### src/rtl/nsvcd_pkg.sv
package nsvcd_pkg;

    localparam int FIFO_DEPTH = 4;
    localparam int MAX_RESULTS = 3;
    localparam int HDR_LAST = 6;
    localparam int SYNC_SKIP = 10;
    localparam int AUX_LAST = 5;
    localparam int AUX_EXTRA = 6;

    localparam logic [15:0] SYNC_WORD_NS = 16'h4E53;
    localparam logic [15:0] SYNC_WORD_EF = 16'hEFBE;
    localparam logic [7:0] SIG_N = 8'h4E;
    localparam logic [7:0] SIG_S_UPPER = 8'h53;
    localparam logic [7:0] SIG_V = 8'h56;
    localparam logic [7:0] SIG_S_LOWER = 8'h73;

    localparam logic [3:0] KIND_HEADER = 4'd0;
    localparam logic [3:0] KIND_SYNC = 4'd1;
    localparam logic [3:0] KIND_AUX = 4'd2;
    localparam logic [3:0] KIND_VIDEO = 4'd3;
    localparam logic [3:0] KIND_AUDIO = 4'd4;
    localparam logic [3:0] KIND_VIDEO_DROP = 4'd5;
    localparam logic [3:0] KIND_AUDIO_DROP = 4'd6;
    localparam logic [3:0] KIND_VIDEO_EMPTY = 4'd7;
    localparam logic [3:0] KIND_AUDIO_EMPTY = 4'd8;

    localparam logic CFG_VIDEO_EN = 1'b0;
    localparam logic CFG_AUDIO_EN = 1'b1;

    typedef enum logic [2:0] {
        PH_HDR,
        PH_SYNC,
        PH_AUX,
        PH_AUXSKIP,
        PH_VIDEO,
        PH_AUDIO
    } t_phase;

    typedef struct packed {
        logic [7:0]  out_byte;
        logic [3:0]  kind;
        logic        packet_end;
        logic [19:0] packet_length;
        logic [31:0] chunk_index;
        logic        sync_lost;
        logic        length_error;
        logic        run_last;
    } t_result;

endpackage

### src/rtl/nsv_chunk_deframer.sv
// Channel   Direction  Handshake                  Payload
// s         in         i_s_tvalid / o_s_tready    i_s_tdata: data_byte
// m         out        o_m_tvalid / i_m_tready    tdata, tuser, tlast: one result word
// cfg       in         i_cfg_valid / o_cfg_ready  i_cfg_index, i_cfg_data
//
// One byte is accepted per cycle while o_s_tready is high; its state update completes in the same cycle.
// Each byte yields one to three result words, written into a four-entry result queue.
// The queue drains one word per cycle while i_m_tready is high, so each marker word also holds back the input.
// A byte is accepted only while at least three queue entries are free.
// Reset is synchronous and active low; the block accepts words from the first edge after
// its release and holds both ready outputs low while reset is asserted.
module nsv_chunk_deframer
    import nsvcd_pkg::*;
(
    input  logic        i_clk,
    input  logic        i_rst_n,
    input  logic        i_s_tvalid,
    output logic        o_s_tready,
    input  logic [7:0]  i_s_tdata,   // [7:0] data_byte
    output logic        o_m_tvalid,
    input  logic        i_m_tready,
    output logic [63:0] o_m_tdata,   // [7:0] out_byte, [27:8] packet_length,
                                     // [59:28] chunk_index, [63:60] zero
    output logic [6:0]  o_m_tuser,   // [3:0] kind, [4] packet_end, [5] sync_lost,
                                     // [6] length_error
    output logic        o_m_tlast,
    input  logic        i_cfg_valid,
    output logic        o_cfg_ready,
    input  logic        i_cfg_index,
    input  logic        i_cfg_data
);

    t_phase      r_phase, n_phase;
    logic [3:0]  r_byte_cnt, n_byte_cnt;
    logic [7:0]  r_hb [HDR_LAST];
    logic [7:0]  n_hb [HDR_LAST];
    logic        r_resync, n_resync;
    logic [19:0] r_video_rem, n_video_rem;
    logic [15:0] r_audio_rem, n_audio_rem;
    logic [15:0] r_aux_rem, n_aux_rem;
    logic [31:0] r_chunk, n_chunk;
    logic [19:0] r_video_len, n_video_len;
    logic [15:0] r_audio_len, n_audio_len;
    logic        r_video_en, r_audio_en;

    t_result     r_fifo [FIFO_DEPTH];
    logic [1:0]  r_wr_ptr, r_rd_ptr;
    logic [2:0]  r_count;

    t_result     n_res [MAX_RESULTS];
    logic [1:0]  n_num;
    logic        s_acc, m_pop;
    logic        sync_flag, err_flag, pend, go_video, go_audio, mark_v, mark_a;
    logic [3:0]  kind;
    logic [19:0] plen;
    logic [15:0] aux_full;
    logic [16:0] aux_dec;
    t_result     marker;

    assign s_acc = i_s_tvalid && o_s_tready;
    assign m_pop = o_m_tvalid && i_m_tready;
    assign o_s_tready = i_rst_n && (r_count <= 3'(FIFO_DEPTH - MAX_RESULTS));
    assign o_cfg_ready = i_rst_n;

    always_comb begin
        n_phase = r_phase;
        n_byte_cnt = r_byte_cnt;
        n_hb = r_hb;
        n_resync = r_resync;
        n_video_rem = r_video_rem;
        n_audio_rem = r_audio_rem;
        n_aux_rem = r_aux_rem;
        n_chunk = r_chunk;
        n_video_len = r_video_len;
        n_audio_len = r_audio_len;
        sync_flag = 1'b0;
        err_flag = 1'b0;
        pend = 1'b0;
        plen = '0;
        kind = KIND_HEADER;
        go_video = 1'b0;
        go_audio = 1'b0;
        mark_v = 1'b0;
        mark_a = 1'b0;
        aux_full = {i_s_tdata, r_aux_rem[7:0]};
        aux_dec = {1'b0, aux_full} + 17'(AUX_EXTRA);

        unique case (r_phase)
            PH_HDR: begin
                kind = KIND_HEADER;
                if (r_byte_cnt < 4'(HDR_LAST)) begin
                    n_hb[r_byte_cnt[2:0]] = i_s_tdata;
                end
                if (r_byte_cnt == 4'd1 && !r_resync
                        && {r_hb[0], i_s_tdata} != SYNC_WORD_NS
                        && {r_hb[0], i_s_tdata} != SYNC_WORD_EF) begin
                    sync_flag = 1'b1;
                end
                if (r_byte_cnt == 4'(HDR_LAST)) begin
                    n_byte_cnt = '0;
                    if (!r_resync && r_hb[0] == SIG_N && r_hb[1] == SIG_S_UPPER
                            && r_hb[2] == SIG_V && r_hb[3] == SIG_S_LOWER) begin
                        n_resync = 1'b1;
                        n_phase = PH_SYNC;
                    end else begin
                        n_resync = 1'b0;
                        n_video_rem = {r_hb[4], r_hb[3], r_hb[2][7:4]};
                        n_audio_rem = {i_s_tdata, r_hb[5]};
                        n_video_len = n_video_rem;
                        n_audio_len = n_audio_rem;
                        if (r_hb[2][3:0] != 4'd0) begin
                            n_phase = PH_AUX;
                            n_aux_rem = '0;
                        end else begin
                            go_video = 1'b1;
                        end
                    end
                end else begin
                    n_byte_cnt = r_byte_cnt + 4'd1;
                end
            end
            PH_SYNC: begin
                kind = KIND_SYNC;
                n_byte_cnt = r_byte_cnt + 4'd1;
                if (n_byte_cnt >= 4'(SYNC_SKIP)) begin
                    n_phase = PH_HDR;
                    n_byte_cnt = '0;
                end
            end
            PH_AUX: begin
                kind = KIND_AUX;
                if (r_byte_cnt == 4'd0) begin
                    n_aux_rem = {8'd0, i_s_tdata};
                end else if (r_byte_cnt == 4'd1) begin
                    n_aux_rem = aux_full;
                    if (r_video_rem < {3'd0, aux_dec}) begin
                        n_video_rem = '0;
                        err_flag = 1'b1;
                    end else begin
                        n_video_rem = r_video_rem - {3'd0, aux_dec};
                    end
                    n_video_len = n_video_rem;
                end
                if (r_byte_cnt >= 4'(AUX_LAST)) begin
                    n_byte_cnt = '0;
                    if (n_aux_rem == 16'd0) begin
                        go_video = 1'b1;
                    end else begin
                        n_phase = PH_AUXSKIP;
                    end
                end else begin
                    n_byte_cnt = r_byte_cnt + 4'd1;
                end
            end
            PH_AUXSKIP: begin
                kind = KIND_AUX;
                if (r_aux_rem != 16'd0) begin
                    n_aux_rem = r_aux_rem - 16'd1;
                end
                if (n_aux_rem == 16'd0) begin
                    go_video = 1'b1;
                end
            end
            PH_VIDEO: begin
                kind = r_video_en ? KIND_VIDEO : KIND_VIDEO_DROP;
                plen = r_video_len;
                if (r_video_rem != 20'd0) begin
                    n_video_rem = r_video_rem - 20'd1;
                end
                pend = (n_video_rem == 20'd0);
                go_audio = pend;
            end
            PH_AUDIO: begin
                kind = r_audio_en ? KIND_AUDIO : KIND_AUDIO_DROP;
                plen = {4'd0, r_audio_len};
                if (r_audio_rem != 16'd0) begin
                    n_audio_rem = r_audio_rem - 16'd1;
                end
                pend = (n_audio_rem == 16'd0);
                if (pend) begin
                    n_chunk = r_chunk + 32'd1;
                    n_phase = PH_HDR;
                    n_byte_cnt = '0;
                    n_resync = 1'b0;
                end
            end
            default: begin
                n_phase = PH_HDR;
                n_byte_cnt = '0;
            end
        endcase

        if (go_video) begin
            if (n_video_rem == 20'd0) begin
                mark_v = r_video_en;
                go_audio = 1'b1;
            end else begin
                n_phase = PH_VIDEO;
            end
        end
        if (go_audio) begin
            if (n_audio_rem == 16'd0) begin
                mark_a = r_audio_en;
                n_chunk = r_chunk + 32'd1;
                n_phase = PH_HDR;
                n_byte_cnt = '0;
                n_resync = 1'b0;
            end else begin
                n_phase = PH_AUDIO;
            end
        end

        marker = '{out_byte: 8'd0, kind: KIND_VIDEO_EMPTY, packet_end: 1'b1,
                   packet_length: 20'd0, chunk_index: r_chunk, sync_lost: 1'b0,
                   length_error: 1'b0, run_last: 1'b0};
        n_res[0] = '{out_byte: i_s_tdata, kind: kind, packet_end: pend,
                     packet_length: plen, chunk_index: r_chunk, sync_lost: sync_flag,
                     length_error: err_flag, run_last: 1'b0};
        n_res[1] = marker;
        n_res[2] = marker;
        n_num = 2'd1;
        if (mark_v) begin
            n_num = 2'd2;
        end
        if (mark_a) begin
            n_res[n_num].kind = KIND_AUDIO_EMPTY;
            n_num = n_num + 2'd1;
        end
        n_res[n_num - 2'd1].run_last = 1'b1;
    end

    always_ff @(posedge i_clk) begin
        if (!i_rst_n) begin
            r_phase <= PH_HDR;
            r_byte_cnt <= '0;
            r_resync <= 1'b0;
            r_video_rem <= '0;
            r_audio_rem <= '0;
            r_aux_rem <= '0;
            r_chunk <= '0;
            r_video_len <= '0;
            r_audio_len <= '0;
        end else if (s_acc) begin
            r_phase <= n_phase;
            r_byte_cnt <= n_byte_cnt;
            r_resync <= n_resync;
            r_video_rem <= n_video_rem;
            r_audio_rem <= n_audio_rem;
            r_aux_rem <= n_aux_rem;
            r_chunk <= n_chunk;
            r_video_len <= n_video_len;
            r_audio_len <= n_audio_len;
        end
    end

    always_ff @(posedge i_clk) begin
        if (s_acc) begin
            r_hb <= n_hb;
        end
    end

    always_ff @(posedge i_clk) begin
        if (!i_rst_n) begin
            r_video_en <= 1'b1;
            r_audio_en <= 1'b1;
        end else if (i_cfg_valid && o_cfg_ready) begin
            unique case (i_cfg_index)
                CFG_VIDEO_EN: r_video_en <= i_cfg_data;
                CFG_AUDIO_EN: r_audio_en <= i_cfg_data;
                default: ;
            endcase
        end
    end

    always_ff @(posedge i_clk) begin
        if (!i_rst_n) begin
            r_wr_ptr <= '0;
            r_rd_ptr <= '0;
            r_count <= '0;
        end else begin
            if (s_acc) begin
                r_wr_ptr <= r_wr_ptr + n_num;
            end
            if (m_pop) begin
                r_rd_ptr <= r_rd_ptr + 2'd1;
            end
            r_count <= r_count + (s_acc ? {1'b0, n_num} : 3'd0) - (m_pop ? 3'd1 : 3'd0);
        end
    end

    always_ff @(posedge i_clk) begin
        if (s_acc) begin
            for (int j = 0; j < MAX_RESULTS; j++) begin
                if (2'(j) < n_num) begin
                    r_fifo[r_wr_ptr + 2'(j)] <= n_res[j];
                end
            end
        end
    end

    assign o_m_tvalid = (r_count != 3'd0);
    assign o_m_tdata = {4'd0, r_fifo[r_rd_ptr].chunk_index,
                        r_fifo[r_rd_ptr].packet_length, r_fifo[r_rd_ptr].out_byte};
    assign o_m_tuser = {r_fifo[r_rd_ptr].length_error, r_fifo[r_rd_ptr].sync_lost,
                        r_fifo[r_rd_ptr].packet_end, r_fifo[r_rd_ptr].kind};
    assign o_m_tlast = r_fifo[r_rd_ptr].run_last;

    a_count_bound: assert property (@(posedge i_clk) disable iff (!i_rst_n)
        r_count <= 3'(FIFO_DEPTH))
        else $error("result queue overfilled");

    a_sync_single: assert property (@(posedge i_clk) disable iff (!i_rst_n)
        (s_acc && r_phase == PH_SYNC && !m_pop) |=> r_count == $past(r_count) + 3'd1)
        else $error("dropped sync byte did not give exactly one word");

    a_hdr_cnt: assert property (@(posedge i_clk) disable iff (!i_rst_n)
        r_phase == PH_HDR |-> r_byte_cnt <= 4'(HDR_LAST))
        else $error("header byte counter out of range");

    a_chunk_hold: assert property (@(posedge i_clk)
        (i_rst_n && !s_acc) |=> $stable(r_chunk))
        else $error("chunk counter moved without an accepted byte");

endmodule

### config.mk
export PLATFORM = sky130hd
export DESIGN_NAME = nsv_chunk_deframer
export DESIGN_NICKNAME = d
export VERILOG_FILES = /design/src/rtl/nsvcd_pkg.sv /design/src/rtl/nsv_chunk_deframer.sv
export SDC_FILE = /design/constraint.sdc
export NUM_CORES = 1
export LEC_CHECK = 0
export BUFFER_PORTS_ARGS = -buffer_cell sky130_fd_sc_hd__buf_2
export CAP_MARGIN = 10
export CORE_ASPECT_RATIO = 0.75
export CORE_UTILIZATION = 50
export CTS_CLUSTER_SIZE = 28
export DETAILED_ROUTE_END_ITERATION = 16
export PLACE_DENSITY = 0.69
export SYNTH_ARGS = -nofsm -noshare
export SYNTH_HDL_FRONTEND = slang
export SYNTH_SLANG_ARGS = --single-unit
### constraint.sdc
create_clock -name i_clk -period 17.24 [get_ports i_clk]
set_input_delay 0.862 -clock i_clk [delete_from_list [all_inputs] [get_ports i_clk]]
set_output_delay 0.862 -clock i_clk [all_outputs]
set_load 0.01 [all_outputs]
* Yosys cells after proc, flatten, opt, wreduce, memory -nomap -nowiden
Memories as Yosys holds them, arrays and structs flattened. A register that Yosys moved wholly into a read port is not among the register bits.
Cells that the tools add are included.
** Cells by class
- Add/subtract/negate cells :: 15
- Magnitude comparators :: 14
- Equal/unequal tests :: 18
- Muxes and demuxes :: 106
- Bitwise logic cells :: 5
- Reductions and logical operators :: 38
** Operator list (count)
- 204-bit bitwise mux :: 2
- 68-bit demux with 2-bit select :: 2
- 20-bit two-way mux :: 11
- 204-bit two-way mux :: 1
- 16-bit two-way mux :: 12
- 32-bit two-way mux :: 4
- 20-bit one-hot mux with 2 select lines :: 2
- 16-bit logical NOT :: 4
- 60-bit two-way mux :: 1
- 20-bit one-hot mux with 3 select lines :: 1
- 48-bit bitwise mux :: 1
- 16-bit one-hot mux with 3 select lines :: 1
- 20-bit logical NOT :: 2
- 3-bit two-way mux :: 12
- 1-bit two-way mux :: 35
- 32-bit by 1-bit adder with 32-bit output (second input constant) :: 1
- 8-bit by 7-bit equality test with 1-bit output (second input constant) :: 4
- 16-bit one-hot mux with 2 select lines :: 1
- 16-bit nonzero test :: 2
- 16-bit by 1-bit subtractor with 16-bit output (second input constant) :: 2
- 8-bit demux with 3-bit select :: 1
- 4-bit two-way mux :: 6
- 20-bit by 17-bit less-than comparator with 1-bit output :: 1
- 4-bit one-hot mux with 5 select lines :: 1
- 50 further kinds :: 86
** Word-level totals
- Register bits after elaboration :: 185
- Memory bits (writable) :: 272
- Memories kept :: 1
** Memory list
- r_fifo :: words 4, bits a word 68, rd ports 1, clocked after memory_dff 1, wr ports 3, line nsv_chunk_deframer.sv:46 : t_result r_fifo [FIFO_DEPTH];

* Logic depth before layout (Yosys ltp)
Gate-level depths: netlist of run 1.
- Depth in word-level cells :: 21
- Mapped depth :: 29

* Worst setup path before layout of run 1
Ideal clock, no wire load.
- Path type :: input to register
- Start :: input port i_s_tdata[3]
- End :: memory r_fifo[1][0] (netlist name) (enable)
- Arrival time :: 8.458 ns
- Data required time :: 16.724 ns
- Path slack :: 8.265 ns
- Stages on the path :: 24
- Cell sequence :: clkbuf_1 -> nand3_1 -> nor2_1 -> nand2_1 -> nor2_1 -> xnor2_1 -> ha_1 -> clkbuf_1 -> a21o_1 -> a211oi_1 -> o211a_1 -> buf_1 -> o21ai_0 -> a221oi_1 -> o21ai_0 -> a22o_1 -> nor4_2 -> a41oi_1 -> nor2b_1 -> and2_1 -> ha_1 -> buf_1 -> nand2_1 -> a21oi_1
** RTL lines
- start, declared :: line nsv_chunk_deframer.sv:19 : input logic [7:0] i_s_tdata,
- end, declared :: line nsv_chunk_deframer.sv:46

==> impl_metrics.ini, run 1 <==
[status]
outcome = finished, final reports clean

[floorplanning]
ioPinCount = 90
fp.dieH_um = 191
dieArea_um2 = 48700
die_w_um = 254
rows = 68
coreArea_um2 = 46600
start_util_pct = 51.3

[synth]
synth_area_leader_cell = edfxtp_1
yosysWarnings = 0
avgSynthCellArea_um2 = 10.8
ys_seq_area_share_pct = 51.8
synthTopCellsByArea = edfxtp_1 (40%), dfxtp_1 (12%), mux4_2 (6.4%)
synth-edff-count = 320
synth-seq-cells = 459
synthDistinctLibCells = 100
netlist_area_um2 = 23900
synth-main-ff-cell = edfxtp_1
synth_top_cells_by_count = edfxtp_1 (320), nor2_1 (247), nand2_1 (211), dfxtp_1 (139), clkbuf_1 (117)
netlist_instances = 2217
yosysMostFrequentCell = edfxtp_1
netlist.area_leader.share_pct = 40.2
synth-async-reset-ratio_pct = 0

[timing]
clock.fmax_ghz = 0.119
timing.hold.ws_ps = 467
drv_slew = 0
fin_skew_ps = 18.0
finalCriticalPeriod_ps = 8400
final.period_utilization_pct = 48.7
hold_viol_final = 0
tns_ps = 0
rsz0062_at_grt = no
slew_headroom_pct = 21.9
worst_slew_pin_slew_ps = 1170
finalWorstSetupSlack_ps = 8840
final-setup-viol-count = 0

[clocking]
cts-root-buf = clkbuf_16
cts_setup_buffers = 0
insertion_delay_ps = 570
cts_tree = yes
cts_max_level = 2
post_cts_resized = 0
cts_buffers = 45
clk_pin_slew_ps = 70
cts_max_path_buffers = 3
clkSinkCount = 459
holdBufCountCts = 0

[setup_path]
criticalPathCategory = flop to flop
worstSetupEndpointType = flop
cp_max_fo = 68
worstPathRequired_ps = 17410
critPathLaunchType = flop
crit_arrival_ps = 8580

[placement]
pre_cts_ws_ps = 8760
place.gp.congestion = 1.05
io_buffer_count = 85
postPlaceCellArea_um2 = 24700
dpl.hpwl_mm = 54.9

[layout]
design_area_um2 = 26300
syn2layout_area_growth_pct = 9.82
final_layout_size_suffix_gt1_share_pct = 14.0
final_nets = 2275

[route]
ant_nets = 0
wirelength_mm = 77.8
via_per_inst = 6.51
drc = 0
num_vias = 18818
drt_pass1_iterations = 9
wire_per_inst_um = 26.9
drtIter0Drc = 2214

[power]
p_per_area_nw_per_um2 = 104
irDropWorstVdd_mv = 0.0918
finalPower_uw = 2720
power.leakage_uw = 0.00941

[global_routing]
grt_pass1_vias = 17392
grt_overflow = 0
antenna_found_initial = 5
track_usage_pct = 32.0
grt_pass1_wl_mm = 114
grt_start_max_net_pins = 69

[flow_run]
drv_cap = 0

[worst_hold_path]
hold_class = flop to flop
[worst max-delay path: stages, from the launching register on]
cell and delay [ps]:
dfxtp_1 470, inv_1 180, ha_1 270, nor2_1 220, and4_1 270, nand2_1 80, xor2_1 190, ha_1 440
a21oi_1 230, o21ai_0 220, o211ai_1 670, a21oi_1 520, a221oi_1 550, nand4_1 250, nor3_1 370, a41oi_1 420
nor2b_1 360, and2_1 230, ha_1 320, nor2_1 100, nor2_1 130, o31a_1 140, buf_4 380, or2_4 940
[power breakdown]
| part | total (µW) | internal [µW] | switching, µW |
|---|---|---|---|
| clock | 1010 | 577 | 430 |
| combinational | 433 | 180 | 253 |
| sequential | 1280 | 1240 | 42.2 |
[path summary, 6_finish.rpt]
path              startpoint               to  slack, ps  cells after the start
max             r_aux_rem[1]    r_fifo[2][48]       8840                     23
min          r_audio_len[10]  r_audio_len[10]        470                      2
max reg2reg     r_aux_rem[1]    r_fifo[2][48]       8840                     23
min reg2reg  r_audio_len[10]  r_audio_len[10]        470                      2
[layout make-up]
cell class,instances,area [µm²]
Tap cell,630,788
Antenna cell,1,2.50
Fill cell,4001,20400
Inverter,39,146
Multi-Input combinational cell,1562,10800
Clock inverter,28,299
Sequential cell,459,12400
Clock buffer,55,1200
Timing Repair Buffer,115,653
[state kept, by name, summed over array words and instances (netlist names), named ones only]
signal / flops
r_phase: 3
r_video_rem: 20
r_wr_ptr: 2
r_rd_ptr: 2
r_audio_len: 16
r_hb: 48
r_count: 3
r_audio_en: 1
r_fifo: 272
r_video_len: 20
r_aux_rem: 16
r_resync: 1
r_video_en: 1
r_audio_rem: 16
r_byte_cnt: 4
r_chunk: 32
[layout by cell type (no fill, tap or decap), drive strengths merged, types with 8 or more instances in the layout]
cell and instances:
a2111oi 13, a211oi 23, a21boi 21, a21o 16, a21oi 103, a221oi 19
a22oi 29, a31oi 14, and2 16, and3 16, and4 8, buf 115
clkbuf 55, clkinv 19, dfxtp 139, edfxtp 320, ha 36, inv 40
mux2i 25, mux4 68, nand2 211, nand2b 36, nand3 89, nand4 43
nor2 247, nor2b 40, nor3 52, nor3b 11, nor4 27, nor4b 11
o211a 14, o211ai 20, o21a 9, o21ai 104, o22ai 10, or2 11
or3 20, or4 11, xnor2 42, xor2 19
[kinds of logic after synthesis]
kind of cell,Yosys count,share of synthesized area (%)
and+or+nand+nor,882,18.7
AOI/OAI and AO/OA,483,14.3
DFF,459,51.8
buffers and inverters,199,3.43
muxes,94,7.50
xor gates and xnor gates,61,2.24
adders and majority gates,38,2.05
other,1,0.0157
[through the flow]
stage	util, %	cells
floorplan	-	2220
global placement	53.1	2805
detailed placement	53.1	2805
CTS	56.3	2888
global route	56.3	2888
finish	56.3	2889
[metal layers]
metal	vias to the layer above	track usage [%]	routed length, µm
li1	8398	-	-
met4	2	5.72	1220
met5	-	0	13
met3	91	10.1	9650
met1	9328	50.5	35900
met2	999	42.4	31000
No activity file was read; power rests on OpenSTA's default activity.
==> run 2: changes to the inputs <==
clock period = 8.8 ns   (was 17.24 ns; I/O delays follow)
==> run 2 against run 1 <==
  * Global-route usage down 0.18 points
  * Design area grew 0.29%
  * Total power is 96% higher
  * Die area is the same
  * Via count is 1.3% higher
  * Clock power grew 95%
  * Largest power group unchanged
  * Sequential cell count unchanged
  * Worst setup slack worse by 7700 ps
  * Non-clock buffer count is 5 higher
  * Sequential power grew 96%
==> impl_metrics.ini, run 2 (synthesized netlist as in run 1, its figures left out) <==
[worst_hold_path]
holdPathStages = 3
min_from = i_cfg_data
hold-path-endpoint = r_video_en
hold_class = input port to flop

[floorplanning]
start_util_pct = 51.3
ioPinCount = 90
rows = 68
coreArea_um2 = 46600
fp.dieH_um = 191
die_w_um = 254
dieArea_um2 = 48700

[route]
via_per_inst = 6.59
drtIter0Drc = 2749
wire_per_inst_um = 26.9
num_vias = 19056
drt_pass1_iterations = 8
wirelength_mm = 77.7
ant_nets = 0
drc = 0

[timing]
drv_slew = 0
worst_slew_pin_slew_ps = 1250
slew_headroom_pct = 16.4
fin_skew_ps = 29.5
hold_viol_final = 0
clock.fmax_ghz = 0.131
finalCriticalPeriod_ps = 7650
final.period_utilization_pct = 87.0
final-setup-viol-count = 0
rsz0062_at_grt = no
tns_ps = 0

[setup_path]
worstSetupEndpointType = flop
rr_startpoint = r_aux_rem[1]
crit_arrival_ps = 7930
r2r_cells = 23
criticalPathCategory = flop to flop
reg2reg_to = r_fifo[1][57]
cp_max_fo = 34
critPathLaunchType = flop
worstPathRequired_ps = 9080
reg2reg_slack_ps = 1150

[power]
p_seq_share_pct = 47.0
p_int_uw = 3910
p_per_area_nw_per_um2 = 203
p_switching_uw = 1430
p_comb_share_pct = 16.1
swShare_pct = 26.8
finalPower_uw = 5330
irDropWorstVdd_mv = 0.177
p_clk_share_pct = 36.9
power.leakage_uw = 0.00942

[layout]
layout_commonest_cell = edfxtp_1
syn2layout_area_growth_pct = 10.1
mostFrequentLayoutCells = edfxtp_1 (320), nor2_1 (245), nand2_1 (210)
regArea_um2 = 12400
final_layout_size_suffix_gt1_share_pct = 14.4
fill_cells = 3971
multiInputGateArea_um2 = 10800
final_nets = 2279
top_regs = r_fifo: 272 flops, r_hb: 48 flops, r_chunk: 32 flops
antenna_cells = 0
largest_reg_flops = 272
top_register = r_fifo

[clocking]
cts_max_level = 2
cts_setup_buffers = 0
clkSinkCount = 459
cts_buffers = 44
clk_pin_slew_ps = 60
cts-root-buf = clkbuf_16
cts_max_path_buffers = 3
post_cts_resized = 0
cts_tree = yes
insertion_delay_ps = 590
holdBufCountCts = 0

[global_routing]
use_met2_pct = 42.9
grt_overflow = 0
grt_pass1_vias = 17405
track_usage_pct = 31.8
met3_usage_pct = 7.71
antenna_found_initial = 3
top_usage_layer = met1
grt_use_met1_pct = 51.4
grt_start_max_net_pins = 65
grt_pass1_wl_mm = 114

[flow_run]
drv_cap = 0

[placement]
place.gp.congestion = 1.07
dpl.hpwl_mm = 54.9
io_buffer_count = 85

[status]
outcome = finished, final reports clean
==> run 2: worst max-delay path by stage <==
stage / startpoint / end / slack, ps / cells past startpoint
after global routing: r_aux_rem[1] / r_fifo[3][58] / 590 / 23
after CTS: r_aux_rem[1] / r_fifo[1][57] / 1300 / 23
after detailed placement: i_s_tdata[5] / r_fifo[1][57] / 1280 / 22
final: r_aux_rem[1] / r_fifo[1][57] / 1150 / 23
after floorplan: r_aux_rem[1] / r_fifo[1][0] / 50 / 25
after global placement: i_s_tdata[5] / r_fifo[2][31] / 1600 / 23
==> run 2: final cells by class <==
class                           count  area share [%]
Clock buffer                       61            4.70
Multi-Input combinational cell   1562            40.9
Clock inverter                     21           0.970
Tap cell                          630            2.99
Inverter                           39           0.556
Timing Repair Buffer              120            2.81
Sequential cell                   459            47.1
==> run 2: through the flow <==
stage	util, %	setup WS, ps	std cells	hold WS (ps)	instance area (µm²)
after floorplan	-	48.2	2220	436	23900
after global placement	53.3	1600	2810	449	24800
after detailed placement	53.3	1280	2810	456	24800
after CTS	56.5	1300	2892	85.9	26300
after global routing	56.5	592	2892	137	26300
final	56.5	1150	2892	109	26300
==> run 2: metal layers <==
layer | share of wire (%) | vias up | wire length, µm
li1 | - | 8396 | -
met1 | 46 | 9487 | 36000
met2 | 40 | 1064 | 31100
met3 | 12 | 109 | 9330
met4 | 1.7 | 0 | 1290
met5 | 0 | - | 0
==> run 2: power groups by stage <==
stage | logic [µW] | registers, µW | clock network [µW]
floorplan | 590 | 2500 | 0
global placement | 858 | 2550 | 0
detailed placement | 865 | 2560 | 0
CTS | 869 | 2510 | 1990
global route | 918 | 2520 | 2060
finish | 860 | 2510 | 1970
==> run 2: worst max-delay path, cell delays in order (launching register included) <==
cell and delay (ps):
dfxtp_1 440, inv_1 160, ha_1 260, nor2_1 250, and4_1 300, nand3_1 110, nor2_1 220, xnor2_1 100
ha_1 420, a21o_1 200, a211oi_1 400, o211a_1 400, a21oi_1 140, a221oi_1 550, nand4_1 240, nor4_2 520
a41oi_1 420, nor2b_1 350, and2_1 230, ha_1 310, nand2_1 180, a21oi_1 200, o31a_2 740, o21ai_0 180
